$ cat config.mk
export PLATFORM = sky130hd
export DESIGN_NAME = contiguous_block_allocator_core_flat
export DESIGN_NICKNAME = d
export VERILOG_FILES = /design/src/hdl/cba_pkg.sv /design/src/hdl/cba_if.sv /design/src/hdl/cba_ram.sv /design/src/hdl/cba_ctrl.sv /design/src/hdl/cba_datapath.sv /design/src/hdl/contiguous_block_allocator_core.sv /design/src/flat_wrapper.sv
export SDC_FILE = /design/constraint.sdc
export NUM_CORES = 2
export LEC_CHECK = 0
export BUFFER_PORTS_ARGS = -buffer_cell sky130_fd_sc_hd__buf_2
export CAP_MARGIN = 20
export CORE_UTILIZATION = 57
export DETAILED_ROUTE_END_ITERATION = 10
export GPL_TIMING_DRIVEN = 0
export PLACE_DENSITY_LB_ADDON = 0.3
export SLEW_MARGIN = 30
export SYNTH_ARGS = -nofsm -noshare
export SYNTH_HDL_FRONTEND = slang
export SYNTH_SLANG_ARGS = --single-unit
$ cat constraint.sdc
create_clock -name clk -period 5.6 [get_ports clk]
set_input_delay 0.56 -clock clk [delete_from_list [all_inputs] [get_ports clk]]
set_output_delay 0.56 -clock clk [all_outputs]
set_load 0.01 [all_outputs]
$ cat src/hdl/cba_pkg.sv
package cba_pkg;

	localparam int NUM_BLOCKS_DEF = 128;
	localparam int NUM_FILES_DEF  = 32;

	localparam int FUNC_W   = 1;
	localparam int ID_W     = 16;
	localparam int START_W  = 7;
	localparam int LEN_W    = 8;
	localparam int CNT_W    = 8;
	localparam int STATUS_W = 3;
	localparam int INDEX_W  = 5;

	// blocks checked per cycle during the occupancy scan
	localparam int CHUNK_BITS = 16;

	localparam logic [CNT_W-1:0]  BLOCK_COUNT_RST = 8'd128;
	localparam logic [FUNC_W-1:0] FUNC_INSERT     = 1'b0;
	localparam logic [FUNC_W-1:0] FUNC_DELETE     = 1'b1;

	typedef enum logic [STATUS_W-1:0] {
		ST_INSERTED  = 3'd0,
		ST_DUPLICATE = 3'd1,
		ST_PAST_END  = 3'd2,
		ST_OCCUPIED  = 3'd3,
		ST_FULL      = 3'd4,
		ST_DELETED   = 3'd5,
		ST_NOT_FOUND = 3'd6
	} cba_status_t;

	typedef enum logic [2:0] {
		S_IDLE,
		S_SCAN,
		S_RANGE,
		S_COMMIT,
		S_REPLY
	} cba_state_t;

	typedef struct packed {
		logic idle;
		logic scan;
		logic range_chk;
		logic commit;
		logic reply;
	} cba_cmd_t;

	typedef struct packed {
		logic in_fire;
		logic is_del;
		logic scan_done;
		logic hit;
		logic past_end;
		logic range_done;
		logic busy;
		logic free_found;
		logic out_free;
	} cba_stat_t;

	function automatic cba_status_t result_code(logic is_del, logic hit, logic past_end,
			logic busy, logic free_found);
		cba_status_t code;
		if (is_del) begin
			code = hit ? ST_DELETED : ST_NOT_FOUND;
		end else if (hit) begin
			code = ST_DUPLICATE;
		end else if (past_end) begin
			code = ST_PAST_END;
		end else if (busy) begin
			code = ST_OCCUPIED;
		end else if (!free_found) begin
			code = ST_FULL;
		end else begin
			code = ST_INSERTED;
		end
		return code;
	endfunction

endpackage

$ cat src/hdl/cba_if.sv
interface cba_in_if;
	logic                         valid;
	logic                         ready;
	logic [cba_pkg::FUNC_W-1:0]   func;
	logic [cba_pkg::ID_W-1:0]     file_id;
	logic [cba_pkg::START_W-1:0]  start_block;
	logic [cba_pkg::LEN_W-1:0]    block_len;

	modport source (output valid, func, file_id, start_block, block_len, input ready);
	modport sink (input valid, func, file_id, start_block, block_len, output ready);
endinterface

interface cba_out_if;
	logic                          valid;
	logic                          ready;
	logic [cba_pkg::STATUS_W-1:0]  status;
	logic [cba_pkg::INDEX_W-1:0]   entry_index;

	modport source (output valid, status, entry_index, input ready);
	modport sink (input valid, status, entry_index, output ready);
endinterface

$ cat src/hdl/cba_ram.sv
module cba_ram #(
	parameter int WIDTH = 31,
	parameter int DEPTH = 32
) (
	input  logic                     clk,
	input  logic                     we,
	input  logic [$clog2(DEPTH)-1:0] waddr,
	input  logic [WIDTH-1:0]         wdata,
	input  logic [$clog2(DEPTH)-1:0] raddr,
	output logic [WIDTH-1:0]         rdata
);

	logic [WIDTH-1:0] mem [DEPTH];

	always_ff @(posedge clk) begin
		if (we) begin
			mem[waddr] <= wdata;
		end
		rdata <= mem[raddr];
	end

endmodule

$ cat src/hdl/cba_ctrl.sv
module cba_ctrl (
	input  logic               clk,
	input  logic               arst_n,
	input  cba_pkg::cba_stat_t stat,
	output cba_pkg::cba_cmd_t  cmd
);

	cba_pkg::cba_state_t state_q, state_d;

	always_ff @(posedge clk or negedge arst_n) begin
		if (!arst_n) begin
			state_q <= cba_pkg::S_IDLE;
		end else begin
			state_q <= state_d;
		end
	end

	always_comb begin
		state_d = state_q;
		case (state_q)
			cba_pkg::S_IDLE: begin
				if (stat.in_fire) state_d = cba_pkg::S_SCAN;
			end
			cba_pkg::S_SCAN: begin
				if (stat.scan_done) begin
					if (stat.is_del) begin
						state_d = stat.hit ? cba_pkg::S_COMMIT : cba_pkg::S_REPLY;
					end else if (stat.hit || stat.past_end) begin
						state_d = cba_pkg::S_REPLY;
					end else begin
						state_d = cba_pkg::S_RANGE;
					end
				end
			end
			cba_pkg::S_RANGE: begin
				if (stat.range_done) begin
					if (stat.busy || !stat.free_found) begin
						state_d = cba_pkg::S_REPLY;
					end else begin
						state_d = cba_pkg::S_COMMIT;
					end
				end
			end
			cba_pkg::S_COMMIT: begin
				state_d = cba_pkg::S_REPLY;
			end
			cba_pkg::S_REPLY: begin
				if (stat.out_free) state_d = cba_pkg::S_IDLE;
			end
			default: begin
				state_d = cba_pkg::S_IDLE;
			end
		endcase
	end

	always_comb begin
		cmd = '0;
		case (state_q)
			cba_pkg::S_IDLE:   cmd.idle      = 1'b1;
			cba_pkg::S_SCAN:   cmd.scan      = 1'b1;
			cba_pkg::S_RANGE:  cmd.range_chk = 1'b1;
			cba_pkg::S_COMMIT: cmd.commit    = 1'b1;
			cba_pkg::S_REPLY:  cmd.reply     = 1'b1;
			default:           cmd           = '0;
		endcase
	end

endmodule

$ cat src/hdl/cba_datapath.sv
module cba_datapath #(
	parameter int NUM_BLOCKS = cba_pkg::NUM_BLOCKS_DEF,
	parameter int NUM_FILES  = cba_pkg::NUM_FILES_DEF
) (
	input  logic                       clk,
	input  logic                       arst_n,
	input  cba_pkg::cba_cmd_t          cmd,
	output cba_pkg::cba_stat_t         stat,
	input  logic                       cfg_we,
	input  logic [cba_pkg::CNT_W-1:0]  cfg_wdata,
	cba_in_if.sink                     req,
	cba_out_if.source                  rsp
);

	localparam int FW         = $clog2(NUM_FILES);
	// a range never reaches past block 254, so higher blocks need no map bit
	localparam int MAP_BLOCKS = (NUM_BLOCKS < 256) ? NUM_BLOCKS : 256;
	localparam int CHUNK      = cba_pkg::CHUNK_BITS;
	localparam int NUM_CHUNKS = (MAP_BLOCKS + CHUNK - 1) / CHUNK;
	localparam int MAP_BITS   = NUM_CHUNKS * CHUNK;
	localparam int CW         = $clog2(NUM_CHUNKS + 1);
	localparam int CIW        = (NUM_CHUNKS > 1) ? $clog2(NUM_CHUNKS) : 1;
	localparam int ID_W       = cba_pkg::ID_W;
	localparam int START_W    = cba_pkg::START_W;
	localparam int LEN_W      = cba_pkg::LEN_W;
	localparam int EW         = ID_W + START_W + LEN_W;
	localparam int LIM_CAP    = (NUM_BLOCKS < 255) ? NUM_BLOCKS : 255;
	localparam int IDX_W      = cba_pkg::INDEX_W;

	// command word
	logic [cba_pkg::FUNC_W-1:0] func_q;
	logic [ID_W-1:0]            key_q;
	logic [START_W-1:0]         start_q;
	logic [LEN_W-1:0]           len_q;

	logic [cba_pkg::CNT_W-1:0]  bcount_q;
	logic [MAP_BITS-1:0]        map_q;
	logic [NUM_FILES-1:0]       valid_q;

	// table search
	logic [FW:0]                rd_q;
	logic                       scan_vld_s1;
	logic                       valid_s1;
	logic [FW-1:0]              idx_s1;
	logic                       hit_q;
	logic [FW-1:0]              hit_idx_q;
	logic [START_W-1:0]         hit_start_q;
	logic [LEN_W-1:0]           hit_len_q;
	logic                       free_q;
	logic [FW-1:0]              free_idx_q;

	// occupancy check
	logic [CW-1:0]              chunk_q;
	logic                       busy_q;

	logic                       out_valid_q;
	logic [cba_pkg::STATUS_W-1:0] out_status_q;
	logic [IDX_W-1:0]           out_index_q;

	logic [EW-1:0]              rdata;
	logic [ID_W-1:0]            rd_key;
	logic [START_W-1:0]         rd_start;
	logic [LEN_W-1:0]           rd_len;
	logic                       in_fire;
	logic                       is_del;
	logic                       scan_more;
	logic                       out_free;
	logic [cba_pkg::CNT_W-1:0]  limit;
	logic                       past_end;
	logic [START_W-1:0]         rng_lo;
	logic [LEN_W-1:0]           rng_len;
	logic [8:0]                 rng_hi;
	logic [MAP_BITS-1:0]        mask;
	logic [CIW-1:0]             chunk_idx;
	logic [CHUNK-1:0]           chunk_hits;
	cba_pkg::cba_status_t       code;
	logic [FW-1:0]              res_idx;
	logic [FW+IDX_W-1:0]        res_idx_ext;

	cba_ram #(
		.WIDTH(EW),
		.DEPTH(NUM_FILES)
	) u_table (
		.clk   (clk),
		.we    (cmd.commit && !is_del),
		.waddr (free_idx_q),
		.wdata ({key_q, start_q, len_q}),
		.raddr (rd_q[FW-1:0]),
		.rdata (rdata)
	);

	assign rd_key   = rdata[EW-1 -: ID_W];
	assign rd_start = rdata[LEN_W +: START_W];
	assign rd_len   = rdata[LEN_W-1:0];

	assign in_fire   = req.valid && cmd.idle;
	assign req.ready = cmd.idle;
	assign is_del    = (func_q == cba_pkg::FUNC_DELETE);
	assign scan_more = (rd_q != (FW+1)'(NUM_FILES));
	assign out_free  = !out_valid_q || rsp.ready;

	// block count saturated to NUM_BLOCKS, and to 255 at most
	assign limit    = (bcount_q > 8'(LIM_CAP)) ? 8'(LIM_CAP) : bcount_q;
	assign past_end = (9'(start_q) + 9'(len_q)) > 9'(limit);

	// delete frees the stored range, insert claims the requested one
	assign rng_lo  = is_del ? hit_start_q : start_q;
	assign rng_len = is_del ? hit_len_q : len_q;
	assign rng_hi  = 9'(rng_lo) + 9'(rng_len);

	always_comb begin
		for (int b = 0; b < MAP_BITS; b++) begin
			mask[b] = (9'(b) >= 9'(rng_lo)) && (9'(b) < rng_hi);
		end
	end

	assign chunk_idx  = chunk_q[CIW-1:0];
	assign chunk_hits = map_q[chunk_idx*CHUNK +: CHUNK] & mask[chunk_idx*CHUNK +: CHUNK];

	assign code        = cba_pkg::result_code(is_del, hit_q, past_end, busy_q, free_q);
	assign res_idx     = (code == cba_pkg::ST_DELETED) ? hit_idx_q :
	                     (code == cba_pkg::ST_INSERTED) ? free_idx_q : '0;
	assign res_idx_ext = (FW+IDX_W)'(res_idx);

	always_ff @(posedge clk or negedge arst_n) begin
		if (!arst_n) begin
			bcount_q    <= cba_pkg::BLOCK_COUNT_RST;
			map_q       <= '0;
			valid_q     <= '0;
			rd_q        <= '0;
			scan_vld_s1 <= 1'b0;
			hit_q       <= 1'b0;
			free_q      <= 1'b0;
			chunk_q     <= '0;
			busy_q      <= 1'b0;
			out_valid_q <= 1'b0;
		end else begin
			if (cfg_we) bcount_q <= cfg_wdata;

			if (in_fire) begin
				rd_q        <= '0;
				scan_vld_s1 <= 1'b0;
				hit_q       <= 1'b0;
				free_q      <= 1'b0;
				chunk_q     <= '0;
				busy_q      <= 1'b0;
			end

			if (cmd.scan) begin
				if (scan_more) rd_q <= rd_q + (FW+1)'(1);
				scan_vld_s1 <= scan_more;
				if (scan_vld_s1 && valid_s1 && (rd_key == key_q)) hit_q <= 1'b1;
				if (scan_vld_s1 && !valid_s1) free_q <= 1'b1;
			end

			if (cmd.range_chk && (chunk_q != CW'(NUM_CHUNKS))) begin
				chunk_q <= chunk_q + CW'(1);
				if (|chunk_hits) busy_q <= 1'b1;
			end

			if (cmd.commit) begin
				if (is_del) begin
					map_q              <= map_q & ~mask;
					valid_q[hit_idx_q] <= 1'b0;
				end else begin
					map_q               <= map_q | mask;
					valid_q[free_idx_q] <= 1'b1;
				end
			end

			if (cmd.reply && out_free) begin
				out_valid_q <= 1'b1;
			end else if (rsp.ready) begin
				out_valid_q <= 1'b0;
			end
		end
	end

	always_ff @(posedge clk) begin
		if (in_fire) begin
			func_q  <= req.func;
			key_q   <= req.file_id;
			start_q <= req.start_block;
			len_q   <= req.block_len;
		end
		valid_s1 <= valid_q[rd_q[FW-1:0]];
		idx_s1   <= rd_q[FW-1:0];
		// keep the first matching entry and the first free entry
		if (cmd.scan && scan_vld_s1 && valid_s1 && (rd_key == key_q) && !hit_q) begin
			hit_idx_q   <= idx_s1;
			hit_start_q <= rd_start;
			hit_len_q   <= rd_len;
		end
		if (cmd.scan && scan_vld_s1 && !valid_s1 && !free_q) begin
			free_idx_q <= idx_s1;
		end
		if (cmd.reply && out_free) begin
			out_status_q <= code;
			out_index_q  <= res_idx_ext[IDX_W-1:0];
		end
	end

	assign rsp.valid       = out_valid_q;
	assign rsp.status      = out_status_q;
	assign rsp.entry_index = out_index_q;

	always_comb begin
		stat            = '0;
		stat.in_fire    = in_fire;
		stat.is_del     = is_del;
		stat.scan_done  = !scan_more && !scan_vld_s1;
		stat.hit        = hit_q;
		stat.past_end   = past_end;
		stat.range_done = (chunk_q == CW'(NUM_CHUNKS));
		stat.busy       = busy_q;
		stat.free_found = free_q;
		stat.out_free   = out_free;
	end

endmodule

$ cat src/hdl/contiguous_block_allocator_core.sv
// contiguous block allocator
// req channel carries one command word: func (insert or delete), file_id, and for an
// insert start_block and block_len. rsp channel returns one word per command with
// status and entry_index (entry written or freed, zero when refused).
// cfg_we/cfg_wdata write block_count, the number of usable blocks; write it only
// while no command is in flight.
// one command is processed at a time; req.ready is high while the block is idle.
// the file table is searched serially, one entry per cycle from its memory, and the
// block map is checked CHUNK_BITS blocks per cycle. an insert is searched, checked
// against the map and then written; an insert refused by the map check or a full table
// skips the write; a delete that frees an entry skips the map check; a duplicate id, a
// range past the block count or a missing id is answered straight after the search.
// the next command can be accepted in the cycle after the result is registered.
// a finished word sits in the output register; the next command can be accepted
// while it waits, but its result is held until rsp.ready takes the previous word.
// reset clears the block map and the table valid bits at once (every block free,
// table empty) and sets block_count to 128; no clearing pass is needed.
module contiguous_block_allocator_core #(
	parameter int NUM_BLOCKS = cba_pkg::NUM_BLOCKS_DEF,
	parameter int NUM_FILES  = cba_pkg::NUM_FILES_DEF
) (
	input  logic                       clk,
	input  logic                       arst_n,
	input  logic                       cfg_we,
	input  logic [cba_pkg::CNT_W-1:0]  cfg_wdata,
	cba_in_if.sink                     req,
	cba_out_if.source                  rsp
);

	cba_pkg::cba_cmd_t  cmd;
	cba_pkg::cba_stat_t stat;

	cba_ctrl u_ctrl (
		.clk    (clk),
		.arst_n (arst_n),
		.stat   (stat),
		.cmd    (cmd)
	);

	cba_datapath #(
		.NUM_BLOCKS(NUM_BLOCKS),
		.NUM_FILES (NUM_FILES)
	) u_datapath (
		.clk       (clk),
		.arst_n    (arst_n),
		.cmd       (cmd),
		.stat      (stat),
		.cfg_we    (cfg_we),
		.cfg_wdata (cfg_wdata),
		.req       (req),
		.rsp       (rsp)
	);

	a_one_phase: assert property (@(posedge clk) disable iff (!arst_n)
		$onehot({cmd.idle, cmd.scan, cmd.range_chk, cmd.commit, cmd.reply}))
		else $error("controller phase not one-hot");

	a_accept_scan: assert property (@(posedge clk) disable iff (!arst_n)
		(req.valid && req.ready) |=> cmd.scan)
		else $error("accepted word did not start table search");

	a_rsp_from_reply: assert property (@(posedge clk) disable iff (!arst_n)
		$rose(rsp.valid) |-> $past(cmd.reply))
		else $error("result word appeared outside reply phase");

	a_commit_ok: assert property (@(posedge clk) disable iff (!arst_n)
		cmd.commit |-> (stat.is_del ? stat.hit
			: (stat.free_found && !stat.busy && !stat.past_end && !stat.hit)))
		else $error("table or map written for a refused command");

endmodule

$ cat src/flat_wrapper.sv
// flat-port wrapper written by rule: the top's interface ports become plain ports
module contiguous_block_allocator_core_flat 
#(
	parameter int NUM_BLOCKS = cba_pkg::NUM_BLOCKS_DEF,
	parameter int NUM_FILES  = cba_pkg::NUM_FILES_DEF
)
  (clk, arst_n, cfg_we, cfg_wdata, req_valid, req_func, req_file_id, req_start_block, req_block_len, req_ready, rsp_valid, rsp_status, rsp_entry_index, rsp_ready);
  cba_in_if req_i ();
  cba_out_if rsp_i ();
  input  logic clk;
  input  logic arst_n;
  input  logic cfg_we;
  input  logic [cba_pkg::CNT_W-1:0] cfg_wdata;
  input wire logic [$bits(req_i.valid)-1:0] req_valid;
  input wire logic [$bits(req_i.func)-1:0] req_func;
  input wire logic [$bits(req_i.file_id)-1:0] req_file_id;
  input wire logic [$bits(req_i.start_block)-1:0] req_start_block;
  input wire logic [$bits(req_i.block_len)-1:0] req_block_len;
  output wire logic [$bits(req_i.ready)-1:0] req_ready;
  output wire logic [$bits(rsp_i.valid)-1:0] rsp_valid;
  output wire logic [$bits(rsp_i.status)-1:0] rsp_status;
  output wire logic [$bits(rsp_i.entry_index)-1:0] rsp_entry_index;
  input wire logic [$bits(rsp_i.ready)-1:0] rsp_ready;
  assign req_i.valid = req_valid;
  assign req_i.func = req_func;
  assign req_i.file_id = req_file_id;
  assign req_i.start_block = req_start_block;
  assign req_i.block_len = req_block_len;
  assign req_ready = req_i.ready;
  assign rsp_valid = rsp_i.valid;
  assign rsp_status = rsp_i.status;
  assign rsp_entry_index = rsp_i.entry_index;
  assign rsp_i.ready = rsp_ready;
  contiguous_block_allocator_core #(.NUM_BLOCKS(NUM_BLOCKS), .NUM_FILES(NUM_FILES)) u_core (.clk(clk), .arst_n(arst_n), .cfg_we(cfg_we), .cfg_wdata(cfg_wdata), .req(req_i), .rsp(rsp_i));
endmodule
# Word-level counts from Yosys, hierarchy flattened
# Memory sizes are Yosys's and may differ from the RTL's. A register that Yosys moved wholly into a read port is not among the register bits.
# Cells that the tools add are included.
# op_classes
addsub	4
n_lt_le_gt_ge	262
eq_ne	13
shifts	2
mux	53
n_bitwise	7
n_reduce_logical	160
# ops
op	count
$lt 7x9->1 const A	64
$ge 7x7->1 const A	63
$lt 6x9->1 const A	32
$shiftx 128x8->16	2
$ge 6x7->1 const A	32
$lt 5x9->1 const A	16
$logic_and 1x1->1	143
$and 128x128->128	1
$mux 128	1
$not 128->128	1
$or 128x128->128	1
$ge 5x7->1 const A	16
$lt 4x9->1 const A	8
$ge 4x7->1 const A	8
$mux 3	13
$lt 3x9->1 const A	4
$and 32x32->32	1
$mux 32	1
$not 32->32	1
$or 32x32->32	1
$ge 3x7->1 const A	4
$mux 1	23
$add 7x8->9	2
$lt 1x9->1 const A	2
34 further kinds	61
# word_totals
ff_bits	257
mem_bits_rw	992
input_bits	45
out_inout_bits	10
elab_cells	525
memories	1
# memory_table
name	depth	width	rd	rd_ports_with_merged_regs	write_ports	line_no	text
u_core.u_datapath.u_table.mem	32	31	1	1	1	cba_ram.sv:13	logic [WIDTH-1:0] mem [DEPTH];

# Depth between registers and ports, before layout
# logic_depth
depth_word	9
mapped_depth	22
ltp_nobuf	15

# By module
# From an unflattened synthesis, not the netlist that was laid out.
# unflattened
hier_cells	3964
area_unflattened_um2	55072.8
# modules_own_cells
mod	instances	cells_each	area_each_um2	seq_area_each_um2
cba_ram	1	2192	39163.8	30409.2
cba_datapath	1	1740	15636.2	6652.6
cba_ctrl	1	32	272.8	75.1

# Worst setup path after synthesis
# Ideal clock, no wire load.
# synth_path
kind	reg2reg
startpoint	register u_core.u_datapath.func_q
endpoint	register u_core.u_datapath.busy_q
setup_time_ns	0.145
t_arrival_ns	5.168
required_time_ns	5.455
setup_slack_ns	0.288
path_stages_with_launch	22
n_path_buf	8
synth_period_minus_slack_ns	5.312
path_cell_list	edfxtp_1 -> buf_2 -> buf_2 -> buf_1 -> clkbuf_1 -> clkbuf_1 -> buf_1 -> mux2_2 -> ha_1 -> buf_2 -> nor3b_1 -> a311o_1 -> or3_1 -> buf_2 -> nor4_4 -> a21oi_1 -> and4_1 -> a311oi_2 -> a21oi_1 -> or4b_1 -> nor4_1 -> a41oi_1
# synth_via
elab_chain_len	9
elab_cells_between_ends	390
cone_classes	1 x add/sub; 255 x order compare; 1 x shift; 4 x mux; 1 x bitwise; 128 x reduce/logical
# synth_rtl
item	line_no	text
start, declared	cba_datapath.sv:31	logic [cba_pkg::FUNC_W-1:0] func_q;
start signal, assigned	cba_datapath.sv:181	func_q <= req.func;
$mux 7 or $mux 8 (tied branches)	cba_datapath.sv:107, cba_datapath.sv:108	
$add 7x8->9	cba_datapath.sv:109	assign rng_hi = 9'(rng_lo) + 9'(rng_len);
$lt 1x9->1 (tied with other cells)	cba_datapath.sv:113	mask[b] = (9'(b) >= 9'(rng_lo)) && (9'(b) < rng_hi);
$logic_and 1x1->1	cba_datapath.sv:113	
$shiftx 128x8->16 (*)	cba_datapath.sv:118	assign chunk_hits = map_q[chunk_idx*CHUNK +: CHUNK] & mask[chunk_idx*CHUNK +: CHUNK];
$and 16x16->16 (*)	cba_datapath.sv:118	
$reduce_or 16->1 (*)	cba_datapath.sv:158	if (|chunk_hits) busy_q <= 1'b1;
$mux 1 (*)	cba_datapath.sv:158	
$mux 1 (*)	cba_datapath.sv:156	if (cmd.range_chk && (chunk_q != CW'(NUM_CHUNKS))) begin
end signal, assigned	cba_datapath.sv:135	busy_q <= 1'b0;
end signal, assigned	cba_datapath.sv:146	busy_q <= 1'b0;
end signal, assigned	cba_datapath.sv:158	
end, declared	cba_datapath.sv:54	logic busy_q;
# Every way passes the cells marked *; elsewhere a longest branch is shown, timed or not.
# A chain may end at the register's enable or synchronous reset.

# Worst setup path after layout
# Ends and elaborated chain as after synthesis.

==> results.py <==
metrics = {
    "drt": {
        "first_pass_iters": 7,
        "viasPerCell": 7.59,
        "first_iter_violations": 6536,
        "via_count": 37400,
        "finalWirelength_mm": 218,
        "drtAntennaViolNets": 0,
        "wl_per_cell_um": 44.4,
        "drc": 0,
    },
    "job": {
        "cap_viol_max_count": 0,
    },
    "clocking": {
        "clk_latency_ns": 0.78,
        "cts_tree": "done",
        "cts_buffers": 131,
        "cts_num_sinks": 1280,
        "cts_buffer_depth": 3,
        "htreeDepth": 4,
        "cts_root_buf": "clkbuf_16",
        "clk_pin_slew_ns": 0.06,
    },
    "sta": {
        "final_hold_viol_count": 0,
        "fin_crit_ns": 5.62,
        "slew_violations": 0,
        "fin_crit_sh_pct": 100,
        "hold_slack_ns": 0.0420,
        "relSlewSlack_pct": 17.0,
        "tightest_slew_ns": 1.25,
        "fin_skew_ns": 0.0494,
        "worst_slack_ns": -0.0201,
        "max_clock_freq_ghz": 0.178,
        "finalSetupViolations": 1,
    },
    "synth": {
        "synth_cell_types": 86,
        "synth_top_area_share_pct": 58.8,
        "synth_fp_nets": 3270,
        "yosysTopAreaCell": "edfxtp_1",
        "ys.warnings.count": 0,
        "synthTopCellsByArea": "edfxtp_1 59%, mux4_2 14%, dfrtp_1 8.6%",
        "ys_ff_latch": 1280,
        "ys.flop_type": "edfxtp_1",
        "netlist_area_mm2": 0.0539,
        "async_flop_share_pct": 14.5,
        "synth_edf_count": 1057,
        "netlist_instances": 3197,
        "yosys-top-cells-count": "1,057 x edfxtp_1, 340 x mux4_2, 231 x nand2_1",
        "syn_avg_cell_area_um2": 16.9,
        "synthMostInstantiatedCell": "edfxtp_1",
        "ys_seq_area_share_pct": 68.9,
    },
    "setup_path": {
        "critPathKind": "reg -> reg",
        "cp-start-kind": "flip-flop",
        "crit_fanout": 10,
        "end_kind": "flip-flop",
        "required_ns": 6.25,
        "cp.arrival_ns": 6.27,
    },
    "global_route": {
        "grt_pass1_vias": 36500,
        "antenna_found_initial": 20,
        "grt_pass1_wl_mm": 295,
        "gr-total-overflow": 0,
        "grt_usage_pct": 46.2,
        "grt_max_degree": 67,
    },
    "cells_and_area": {
        "area_growth_pct": 18.7,
        "drive_above_1_share_pct": 28.9,
        "fin_area_mm2": 0.0640,
        "fin_nets": 3625,
    },
    "pwr": {
        "peakVddDrop_uv": 477,
        "p_leak_nw": 21.3,
        "power_density_mw_per_mm2": 506,
    },
    "placed_design": {
        "dp_hpwl_mm": 136,
        "gp_congestion": 1.07,
        "port_buffers": 53,
        "placed_area_mm2": 0.0584,
    },
    "floorplan": {
        "core_area_mm2": 0.0935,
        "dieArea_mm2": 0.0959,
        "start_util_pct": 57.7,
        "fp-row-count": 112,
        "ios": 55,
        "die_w_um": 310,
        "die_h_um": 310,
    },
    "hold_path": {
        "hp-class": "in -> reg",
    },
    "outcome": {
        "status": "finished, violations left",
        "failed_checks": "setup timing",
    },
}
==> per-layer routing <==
metal	global-route usage [%]	wire [um]	vias to the layer above
met5	0.101	160	-
met4	30.0	17200	22
met3	15.8	31200	978
met2	68.3	96600	3919
met1	58.5	73000	18800
li1	-	-	13600
==> final timing paths <==
kind                                            from                             to  slack (ns)  cells past startpoint
setup / recovery            u_core.u_datapath.func_q       u_core.u_datapath.busy_q       -0.02                     23
hold / removal                        req_file_id[4]     u_core.u_datapath.key_q[4]        0.04                      1
setup reg to reg            u_core.u_datapath.func_q       u_core.u_datapath.busy_q       -0.02                     23
hold reg to reg            u_core.u_datapath.rd_q[2]    u_core.u_datapath.idx_s1[2]        0.40                      0
max in group asynchronous                     arst_n  u_core.u_datapath.bcount_q[7]        4.34                      3
min in group asynchronous                     arst_n    u_core.u_datapath.rsp.valid        0.40                      2
==> critical path, cell delays in order, from the launching register on <==
cell       delay [ns]
edfxtp_1         0.34
buf_4            0.17
buf_8            0.16
buf_6            0.16
buf_6            0.17
clkbuf_8         0.19
clkbuf_16        0.21
buf_12           0.18
mux2_4           0.37
ha_1             0.28
clkbuf_4         0.18
or3b_2           0.44
o211ai_1         0.20
a211o_2          0.27
buf_6            0.23
nand2_8          0.16
buf_4            0.24
o21ai_0          0.24
nand2_1          0.17
o22ai_1          0.26
a2111oi_1        0.13
a31oi_1          0.38
nor3_4           0.11
a41oi_1          0.21
==> what timing repair did <==
action                                  CTS  global route
hold buffers                             29             0
pin swaps                                10            14
endpoints found under the setup margin  129             7
resized for setup                       114            51
hold endpoints to repair                 86             0
cloned                                    0             0
setup buffers                            16            16
==> metrics by stage <==
stage / TNS, ns / worst slack, ns / util [%] / power, mW / cells
floorplan: 0 / 0.288 / - / 17.7 / 3197
global placement: -1050.11 / -3.59 / 59.7 / 21.7 / 4504
detailed placement: -222.16 / -3.22 / 62.4 / 22.1 / 4598
CTS: 0 / 0.00719 / 67.9 / 31.5 / 4876
global route: -0.00334 / -0.00334 / 68.4 / 32.8 / 4908
finish: -0.0201 / -0.0201 / 68.5 / 32.4 / 4918
==> power breakdown <==
| group | total [mW] | internal, mW | switching, mW | leakage, nW |
|---|---|---|---|---|
| Clock | 9.04 | 5.10 | 3.95 | 2.08 |
| Sequential | 12.0 | 11.4 | 0.607 | 12.3 |
| Combinational | 11.4 | 3.96 | 7.43 | 6.94 |
| Total | 32.4 | 20.4 | 12.0 | 21.3 |
==> flip-flops by register name, summed over array words and instances (netlist names), 3 cells and up, named ones only <==
register	count
u_core.u_datapath.key_q	16
u_core.u_datapath.u_table.rdata	31
u_core.u_datapath.hit_idx_q	5
u_core.u_datapath.bcount_q	8
u_core.u_datapath.hit_len_q	8
u_core.u_datapath.hit_start_q	7
u_core.u_datapath.chunk_q	4
u_core.u_datapath.len_q	8
u_core.u_datapath.rsp.status	3
u_core.u_datapath.idx_s1	5
u_core.u_datapath.free_idx_q	5
u_core.u_datapath.rsp.entry_index	5
u_core.u_datapath.rd_q	6
u_core.u_ctrl.state_q	3
u_core.u_datapath.u_table.mem	992
u_core.u_datapath.valid_q	32
u_core.u_datapath.start_q	7
==> logic make-up after synthesis <==
| family | Yosys count | share of synthesized area, % |
|---|---|---|
| DFF | 1280 | 68.9 |
| AOI/OAI and AO/OA | 605 | 7.11 |
| and+or+nand+nor | 585 | 4.97 |
| muxes | 442 | 16.3 |
| buffers and inverters | 229 | 1.62 |
| xor gates and xnor gates | 28 | 0.455 |
| adders and majority gates | 28 | 0.677 |
==> cell type report <==
class / count / area [um2]
buffer: 199 / 1070
sequential: 1280 / 37100
clock inverter: 74 / 817
inverter: 28 / 120
multi-input combinational: 1688 / 16600
tap: 1254 / 1570
timing repair buffer: 224 / 3170
fill: 5694 / 29500
antenna: 10 / 25.0
clock buffer: 161 / 3470
==> placed cells by master, fill, tap and decap left out, drive strengths merged, types with 95 or more instances in the layout <==
cell,netlist,layout
o21ai,214,214
nor2,156,156
edfxtp,1057,1057
nand2,231,231
buf,52,249
mux2,95,95
dfrtp,185,185
mux4,340,340
clkbuf,149,306
a21oi,135,135
Note: power is estimated with default switching activity, not from simulation.
